$ cat config.mk
export PLATFORM = sky130hd
export DESIGN_NAME = binary_to_decimal_ascii
export DESIGN_NICKNAME = d
export VERILOG_FILES = /design/src/hw/rtl/bdascii_pkg.sv /design/src/hw/rtl/bdascii_datapath.sv /design/src/hw/rtl/bdascii_ctrl.sv /design/src/hw/rtl/binary_to_decimal_ascii.sv
export SDC_FILE = /design/constraint.sdc
export NUM_CORES = 1
export LEC_CHECK = 0
export ABC_AREA = 1
export CORE_UTILIZATION = 64
export DETAILED_ROUTE_END_ITERATION = 8
export DONT_BUFFER_PORTS = 1
export PLACE_DENSITY = 0.78
export SLEW_MARGIN = 10
export SYNTH_ARGS = -nofsm -noshare
export SYNTH_HDL_FRONTEND = slang
export SYNTH_HIERARCHICAL = 1
export SYNTH_SLANG_ARGS = --single-unit
$ cat constraint.sdc
create_clock -name clk -period 2.8 [get_ports clk]
set_clock_uncertainty 0.15 [all_clocks]
set_input_delay 0.14 -clock clk [delete_from_list [all_inputs] [get_ports clk]]
set_output_delay 0.14 -clock clk [all_outputs]
set_load 0.1 [all_outputs]
$ cat src/hw/rtl/bdascii_pkg.sv
package bdascii_pkg;

	// digit and character widths
	localparam int DIGIT_W = 4;
	localparam int CHAR_W  = 6;

	// ascii code of '0', truncated to the character width
	localparam logic [CHAR_W-1:0] ASCII_ZERO = 6'd48;

	// commands from controller to datapath
	typedef struct packed {
		logic load;   // take a new value, clear bcd
		logic shift;  // one double-dabble step
		logic drop;   // move to the next digit
	} bdascii_cmd_t;

	// status from datapath to controller
	typedef struct packed {
		logic shift_last;  // current shift is the final one
		logic top_zero;    // leading digit is zero
		logic last_digit;  // leading digit is the least significant one
	} bdascii_sts_t;

endpackage

$ cat src/hw/rtl/bdascii_datapath.sv
module bdascii_datapath
	import bdascii_pkg::*;
#(
	parameter int VALUE_BITS = 32
) (
	input  logic                  clk,
	input  logic                  arst_n,
	input  logic [VALUE_BITS-1:0] value,
	input  bdascii_cmd_t          cmd,
	output bdascii_sts_t          sts,
	output logic [CHAR_W-1:0]     digit_char
);

	// decimal digits needed for the largest value
	localparam int NDIG   = ((VALUE_BITS * 1233) >> 12) + 1;
	localparam int BCD_W  = NDIG * DIGIT_W;
	localparam int SCNT_W = $clog2(VALUE_BITS + 1);
	localparam int DCNT_W = $clog2(NDIG + 1);

	logic [VALUE_BITS-1:0] bin_q;
	logic [BCD_W-1:0]      bcd_q;
	logic [BCD_W-1:0]      bcd_adj;
	logic [SCNT_W-1:0]     shift_cnt_q;
	logic [DCNT_W-1:0]     dig_cnt_q;
	logic [DIGIT_W-1:0]    top_digit;

	// add-3 correction on every digit before the shift
	always_comb begin
		for (int i = 0; i < NDIG; i++) begin
			if (bcd_q[i*DIGIT_W +: DIGIT_W] >= DIGIT_W'(5)) begin
				bcd_adj[i*DIGIT_W +: DIGIT_W] = bcd_q[i*DIGIT_W +: DIGIT_W] + DIGIT_W'(3);
			end else begin
				bcd_adj[i*DIGIT_W +: DIGIT_W] = bcd_q[i*DIGIT_W +: DIGIT_W];
			end
		end
	end

	// binary and bcd shift registers
	always_ff @(posedge clk) begin
		if (cmd.load) begin
			bin_q <= value;
			bcd_q <= '0;
		end else if (cmd.shift) begin
			bin_q <= {bin_q[VALUE_BITS-2:0], 1'b0};
			bcd_q <= {bcd_adj[BCD_W-2:0], bin_q[VALUE_BITS-1]};
		end else if (cmd.drop) begin
			bcd_q <= {bcd_q[BCD_W-DIGIT_W-1:0], {DIGIT_W{1'b0}}};
		end
	end

	// shift and digit counters
	always_ff @(posedge clk or negedge arst_n) begin
		if (!arst_n) begin
			shift_cnt_q <= '0;
			dig_cnt_q   <= '0;
		end else if (cmd.load) begin
			shift_cnt_q <= SCNT_W'(VALUE_BITS);
			dig_cnt_q   <= DCNT_W'(NDIG);
		end else begin
			if (cmd.shift) begin
				shift_cnt_q <= shift_cnt_q - SCNT_W'(1);
			end
			if (cmd.drop) begin
				dig_cnt_q <= dig_cnt_q - DCNT_W'(1);
			end
		end
	end

	// status and character output
	assign top_digit      = bcd_q[BCD_W-1 -: DIGIT_W];
	assign sts.shift_last = (shift_cnt_q == SCNT_W'(1));
	assign sts.top_zero   = (top_digit == '0);
	assign sts.last_digit = (dig_cnt_q == DCNT_W'(1));
	assign digit_char     = {{(CHAR_W-DIGIT_W){1'b0}}, top_digit} + ASCII_ZERO;

endmodule

$ cat src/hw/rtl/bdascii_ctrl.sv
module bdascii_ctrl
	import bdascii_pkg::*;
(
	input  logic         clk,
	input  logic         arst_n,
	input  logic         in_valid,
	output logic         in_ready,
	output logic         out_valid,
	input  logic         out_ready,
	input  bdascii_sts_t sts,
	output bdascii_cmd_t cmd
);

	typedef enum logic [3:0] {
		ST_IDLE = 4'b0001,
		ST_CONV = 4'b0010,
		ST_SKIP = 4'b0100,
		ST_EMIT = 4'b1000
	} state_t;

	state_t state_q;
	state_t state_d;

	// next state and commands
	always_comb begin
		state_d   = state_q;
		cmd       = '0;
		in_ready  = 1'b0;
		out_valid = 1'b0;
		case (state_q)
			ST_IDLE: begin
				in_ready = 1'b1;
				if (in_valid) begin
					cmd.load = 1'b1;
					state_d  = ST_CONV;
				end
			end
			ST_CONV: begin
				cmd.shift = 1'b1;
				if (sts.shift_last) begin
					state_d = ST_SKIP;
				end
			end
			ST_SKIP: begin
				// strip leading zeros, keep at least one digit
				if (sts.top_zero && !sts.last_digit) begin
					cmd.drop = 1'b1;
				end else begin
					state_d = ST_EMIT;
				end
			end
			ST_EMIT: begin
				out_valid = 1'b1;
				if (out_ready) begin
					if (sts.last_digit) begin
						state_d = ST_IDLE;
					end else begin
						cmd.drop = 1'b1;
					end
				end
			end
			default: begin
				state_d = ST_IDLE;
			end
		endcase
	end

	always_ff @(posedge clk or negedge arst_n) begin
		if (!arst_n) begin
			state_q <= ST_IDLE;
		end else begin
			state_q <= state_d;
		end
	end

	// a new item starts a conversion on the next cycle
	a_load_conv: assert property (@(posedge clk) disable iff (!arst_n)
		in_valid && in_ready |=> state_q == ST_CONV)
		else $error("load did not start conversion");

	// emitting ends only on the last digit
	a_emit_end: assert property (@(posedge clk) disable iff (!arst_n)
		state_q == ST_EMIT && out_ready && !sts.last_digit |=> state_q == ST_EMIT)
		else $error("digit run ended early");

	// commands never overlap
	a_cmd_excl: assert property (@(posedge clk) disable iff (!arst_n)
		$onehot0({cmd.load, cmd.shift, cmd.drop}))
		else $error("overlapping datapath commands");

endmodule

$ cat src/hw/rtl/binary_to_decimal_ascii.sv
// Binary to decimal ASCII converter.
//
// Input channel: value with in_valid / in_ready. One unsigned number per item.
// Output channel: digit_char / last_digit with out_valid / out_ready. One item
// per decimal digit, most significant first, no leading zeros; zero gives a
// single '0'. last_digit marks the least significant digit of the run.
//
// Operation: after an item is taken the converter runs VALUE_BITS double-dabble
// shifts, then strips the leading zeros, then presents one digit per cycle
// while the receiver does not stall.
//
// One item is in flight at a time: in_ready is high only when the block is
// idle. A stalled receiver holds the current digit on the outputs until it is
// taken. Reset returns the block to idle and drops any item in progress.
module binary_to_decimal_ascii
	import bdascii_pkg::*;
#(
	parameter int VALUE_BITS = 32
) (
	input  logic                  clk,
	input  logic                  arst_n,
	input  logic                  in_valid,
	output logic                  in_ready,
	input  logic [VALUE_BITS-1:0] value,
	output logic                  out_valid,
	input  logic                  out_ready,
	output logic [CHAR_W-1:0]     digit_char,
	output logic                  last_digit
);

	bdascii_cmd_t cmd;
	bdascii_sts_t sts;

	// controller
	bdascii_ctrl u_ctrl (
		.clk       (clk),
		.arst_n    (arst_n),
		.in_valid  (in_valid),
		.in_ready  (in_ready),
		.out_valid (out_valid),
		.out_ready (out_ready),
		.sts       (sts),
		.cmd       (cmd)
	);

	// datapath
	bdascii_datapath #(
		.VALUE_BITS (VALUE_BITS)
	) u_dp (
		.clk        (clk),
		.arst_n     (arst_n),
		.value      (value),
		.cmd        (cmd),
		.sts        (sts),
		.digit_char (digit_char)
	);

	assign last_digit = sts.last_digit;

	// characters are always decimal digits
	a_char_range: assert property (@(posedge clk) disable iff (!arst_n)
		out_valid |-> digit_char >= ASCII_ZERO && digit_char <= ASCII_ZERO + CHAR_W'(9))
		else $error("character out of digit range");

	// no new item while digits are still being sent
	a_no_overlap: assert property (@(posedge clk) disable iff (!arst_n)
		out_valid |-> !in_ready)
		else $error("input taken during output run");

	// the last digit ends the run
	a_last_ends: assert property (@(posedge clk) disable iff (!arst_n)
		out_valid && out_ready && last_digit |=> !out_valid && in_ready)
		else $error("run continued after last digit");

endmodule

# --- Word-level counts from Yosys, hierarchy flattened ---
# Cells that the tools add are included.
# Widths: inputs -> output; s select.
word_totals:
  register_bits: 86
  out_inout_bits: 9
  word_cells: 79
op_classes:
  add_sub_neg: 13
  magnitude_cmp: 10
  n_eq_ne: 11
  n_mux: 33
  n_reduce_logical: 7
op_table:
  columns: ["cell", "count"]
  rows:
  - ["$mux 40", 2]
  - ["$mux 32", 2]
  - ["$mux 4", 16]
  - ["$ge 4x3->1 const B", 10]
  - ["$add 4x2->4 const B", 9]
  - ["$pmux 4 s4", 1]
  - ["$mux 6", 2]
  - ["$ne 2x2->1 const B", 5]
  - ["$eq 4x1->1 const B", 2]
  - ["$mux 1", 8]
  - ["$add 5x5->6 const B", 1]
  - ["$eq 6x1->1 const B", 1]
  - ["$reduce_bool 2->1", 3]
  - ["$sub 6x1->6 const B", 1]
  - ["$reduce_and 5->1", 1]
  - ["$eq 4x2->1 const B", 1]
  - ["$eq 4x3->1 const B", 1]
  - ["$eq 4x4->1 const B", 1]
  - ["$logic_not 4->1", 1]
  - ["$sub 4x1->4 const B", 1]
  - ["$add 3x2->3 const B", 1]
  - ["$mux 3", 1]
  - ["$pmux 1 s2", 1]
  - ["$logic_and 1x1->1", 1]
  - ["$logic_not 1->1", 1]

# --- Longest topological paths before layout ---
logic_depth:
  ltp_word: 7
  mapped_depth: 14
  depth_no_buf: 13

# --- By module ---
# The synthesis kept the hierarchy.
by_module_without_submodules:
  columns: ["module", "instances", "cells_each", "area_each_um2", "seq_area_each_um2"]
  rows:
  - ["bdascii_datapath", 1, 620, 4669.5, 2011.9]
  - ["bdascii_ctrl", 1, 45, 291.5, 101.3]

# --- Worst setup path before layout ---
# No wires, ideal clock.
synth_path:
  path_type: "register to register"
  start: "register u_dp.dig_cnt_q[1]"
  end: "register u_dp.bcd_q[25]"
  setup_ns: 0.120
  arrival_time_ns: 4.225
  required_ns: 2.530
  slack_ns: -1.695
  stages_incl_launch_ff: 12
  n_path_buf: 1
  period_less_slack_ns: 4.495
  cell_sequence: "dfrtp_1 -> inv_1 -> ha_1 -> nor3b_1 -> inv_1 -> nand3_1 -> o31ai_1 -> inv_2 -> nand2_4 -> buf_4 -> o21ai_0 -> a21oi_1"
synth_rtl:
  columns: ["element", "line_no", "text"]
  rows:
  - ["from (decl)", "bdascii_datapath.sv:24", "logic [DCNT_W-1:0] dig_cnt_q;"]
  - ["from (signal assigned)", "bdascii_datapath.sv:58", "dig_cnt_q <= DCNT_W'(NDIG);"]
  - ["from (signal assigned)", "bdascii_datapath.sv:64", "dig_cnt_q <= dig_cnt_q - DCNT_W'(1);"]
  - ["to (signal assigned)", "bdascii_datapath.sv:45", "bcd_q <= {bcd_adj[BCD_W-2:0], bin_q[VALUE_BITS-1]};"]
  - ["to (signal assigned)", "bdascii_datapath.sv:47", "bcd_q <= {bcd_q[BCD_W-DIGIT_W-1:0], {DIGIT_W{1'b0}}};"]
  - ["to (decl)", "bdascii_datapath.sv:21", "logic [BCD_W-1:0] bcd_q;"]

==> metrics <==
Die Area=8110 sq um; gr busiest metal=met2; layout cells sized above 1=7.44%; largest net degree at the start of global routing=64; placed insts=747; Commonest cells post-synth=197 x nand2_1, 90 x inv_1, 64 x o21ai_0, 48 x nand3_1; Startpoint Class=register; setup ws final=0.307 ns; reg2reg setup slack=0.31 ns; pre-CTS setup slack=0.149 ns; final hold vios=0; Crit. Startpoint=u_dp/bcd_q[37]$_SDFFE_PP0P_; Main synth FF type=dfxtp_1; drt first pass iters=5; critical path endpoint category=register; GRT Util Overall=29.2%; Post-Route Setup TNS=0 ns; htree depth=3; R2R Path Start=u_dp/bcd_q[37]$_SDFFE_PP0P_; Die W=90.0 um; CTS tree=yes; port bufs=0; Worst Path Required=2.96 ns; crit path max fanout=36; antenna violations before repair=0; static leakage=2.60 nW; Area after DPL=5020 sq um; Tmin final=2.49 ns; Global Route met2 Usage=50.7%; CP Class=reg2reg; max cap viols=0; gr ovfl total=0; total number of vias=4492; Post-synth EDFFs=32; I/O pin count=45; post-synthesis cell type count=38; unrepaired setup endpoints after global routing=no; CTS buffer count=9; Detailed Place HPWL=6820 um; core area=7370 sq um; final net count=754; Initial Util=67.3%; detailed-route wire length=11400 um; Finished Cell Area=5590 sq um; endpoints failing setup=0; CTS Buffer Depth=2; Peak VDD IR=628 uV; Synth Cell Area=4960 sq um; fmax=0.401 GHz; GR Layer Usage met1=36.8%; Post-CTS Setup Bufs=0; Hold Crit Class=in2async; CTS clock-pin slew for the worst setup and hold paths=0.10 ns; status=finished clean; combinational power share=50.0%; met3 usage=4.57%; post-synth top area share=19.4%; count leader, synth=nand2_1; Worst Setup EP=u_dp/bcd_q[9]$_SDFFE_PP0P_; Routed WL per cell=14.3 um; reg2reg end=u_dp/bcd_q[9]$_SDFFE_PP0P_; FF-to-FF path depth=13; power share of the clock group=13.6%; Via-to-Cell Ratio=5.63; Worst-Skew Late Latency=0.36 ns; Rows=31; Async SR Flop Fraction=16.3%; Slew Limit Headroom=45.2%; syn_area_per_cell=7.46 sq um; die height=90.0 um; Post-Synthesis Cells=665; largest cells by area after synthesis=edfxtp_1 19%, dfxtp_1 16%, nand2_1 15%; Net Switching=0.00315 W; Slew Viols, Final=0; crit path DAT=2.65 ns; pwr dens=1200 nW/um^2; drt initial violations=332; Area Growth Syn to Fin=12.6%; sw frac=47.1%; ANT nets after route=0; largest area contributor in the netlist=edfxtp_1; Pint=0.00354 W; Warnings, synthesis=6; Least-Margin Pin Slew=0.821 ns; Root Buffer=clkbuf_8; Clock Sinks=86; drc violations=0; post-synthesis sequential area ratio=42.6%; global-route wire length before repair=19200 um; antenna fix cells=0; vias in the first global route=4147; fin crit share=89.0%; Sequential Power Share=36.4%; Final Non-Filler Cells=798; routability cong.=0.877; post-synthesis register bit count=86
power groups by stage:
stage	clock network [W]	logic [W]	registers, W
2_1_floorplan	0	0.00269	0.00235
3_3_place_gp	0	0.00307	0.00242
3_5_place_dp	0	0.00321	0.00244
4_1_cts	0.000915	0.00327	0.00242
5_1_grt	0.000974	0.00379	0.00250
6_report	0.000909	0.00335	0.00243
metal layers:
layer | up-vias | share of wire, %
met5 | - | 0
met3 | 21 | 5.2
met1 | 2110 | 43
met2 | 146 | 50
met4 | 0 | 2.0
li1 | 2215 | -
critical path: stages (launching register included):
cell and delay (ns):
dfxtp_1 0.32, inv_1 0.09, ha_1 0.18, inv_1 0.05, or2_2 0.28, nor2_1 0.15, nand3_1 0.13, o31ai_2 0.18
inv_4 0.22, nand2_8 0.26, o21ai_0 0.11, a21oi_1 0.17, nand2_1 0.09, inv_1 0.05
registers in the layout (all words and copies together) (netlist names):
register and cells:
u_dp/shift_cnt_q 6, u_dp/bin_q 32, u_dp/dig_cnt_q 4, u_ctrl/state_q 4, u_dp/bcd_q 40
per-stage QoR:
| stage | total power [W] | hold slack [ns] | utilization (%) |
|---|---|---|---|
| 5_1_grt | 0.00727 | 0.132 | 75.8 |
| 3_3_place_gp | 0.00549 | -0.305 | 68.1 |
| 2_1_floorplan | 0.00504 | -0.306 | - |
| 4_1_cts | 0.00661 | 0.101 | 75.7 |
| 3_5_place_dp | 0.00565 | -0.305 | 68.1 |
| 6_report | 0.00669 | 0.0774 | 75.8 |
cell usage in the layout (no fill, tap or decap), drive strengths merged:
master       instances
inv                 97
nor3                12
a31oi                2
dlygate4sd3         35
dfrtp               13
o22ai                2
clkinv               4
edfxtp              32
or2                  1
nor2                17
o21bai               1
buf                 12
o21ai               72
a21oi               45
clkbuf               9
o31ai                2
ha                  24
bufinv               1
nor4                 1
nand2              199
nand3               49
clkinvlp             1
a211oi               4
nor3b                1
conb                 2
dfxtp               40
nand4               10
dfstp                1
xor2                10
kinds of logic after synthesis:
group / synth area share [%]
AND/OR/NAND/NOR: 24.8
flip-flops: 42.6
buffers and inverters: 11.0
other: 0.0756
XOR/XNOR: 1.77
adder cells (fa/ha/maj): 6.05
AO/OA/AOI/OAI: 13.7
worst min path at each step:
stage / startpoint / endpoint / slack (ns) / cells after the start
floorplan: arst_n / u_ctrl/state_q[1]$_DFFE_PN0P_ / -0.31 / 0
global placement: arst_n / u_ctrl/state_q[2]$_DFFE_PN0P_ / -0.31 / 0
detailed placement: arst_n / u_ctrl/state_q[2]$_DFFE_PN0P_ / -0.31 / 0
CTS: arst_n / u_ctrl/state_q[3]$_DFFE_PN0P_ / 0.10 / 1
global route: arst_n / u_ctrl/state_q[3]$_DFFE_PN0P_ / 0.13 / 1
finish: arst_n / u_ctrl/state_q[3]$_DFFE_PN0P_ / 0.08 / 1
layout make-up:
type / count / area [sq um]
flip-flops and latches: 86 / 2110
inverters: 96 / 368
multi-input cells: 454 / 2340
fillers: 530 / 1780
clock inverters: 7 / 78.8
repair buffers: 47 / 440
well taps: 99 / 124
clock buffers: 9 / 124
what timing repair did:
| item | in CTS | in global routing |
|---|---|---|
| endpoints found under the setup margin | 0 | 31 |
| hold buffers | 35 | 0 |
| hold endpoints to repair | 50 | 0 |
| gates resized for setup | 0 | 3 |
No activity file was read; power rests on OpenSTA's default activity.
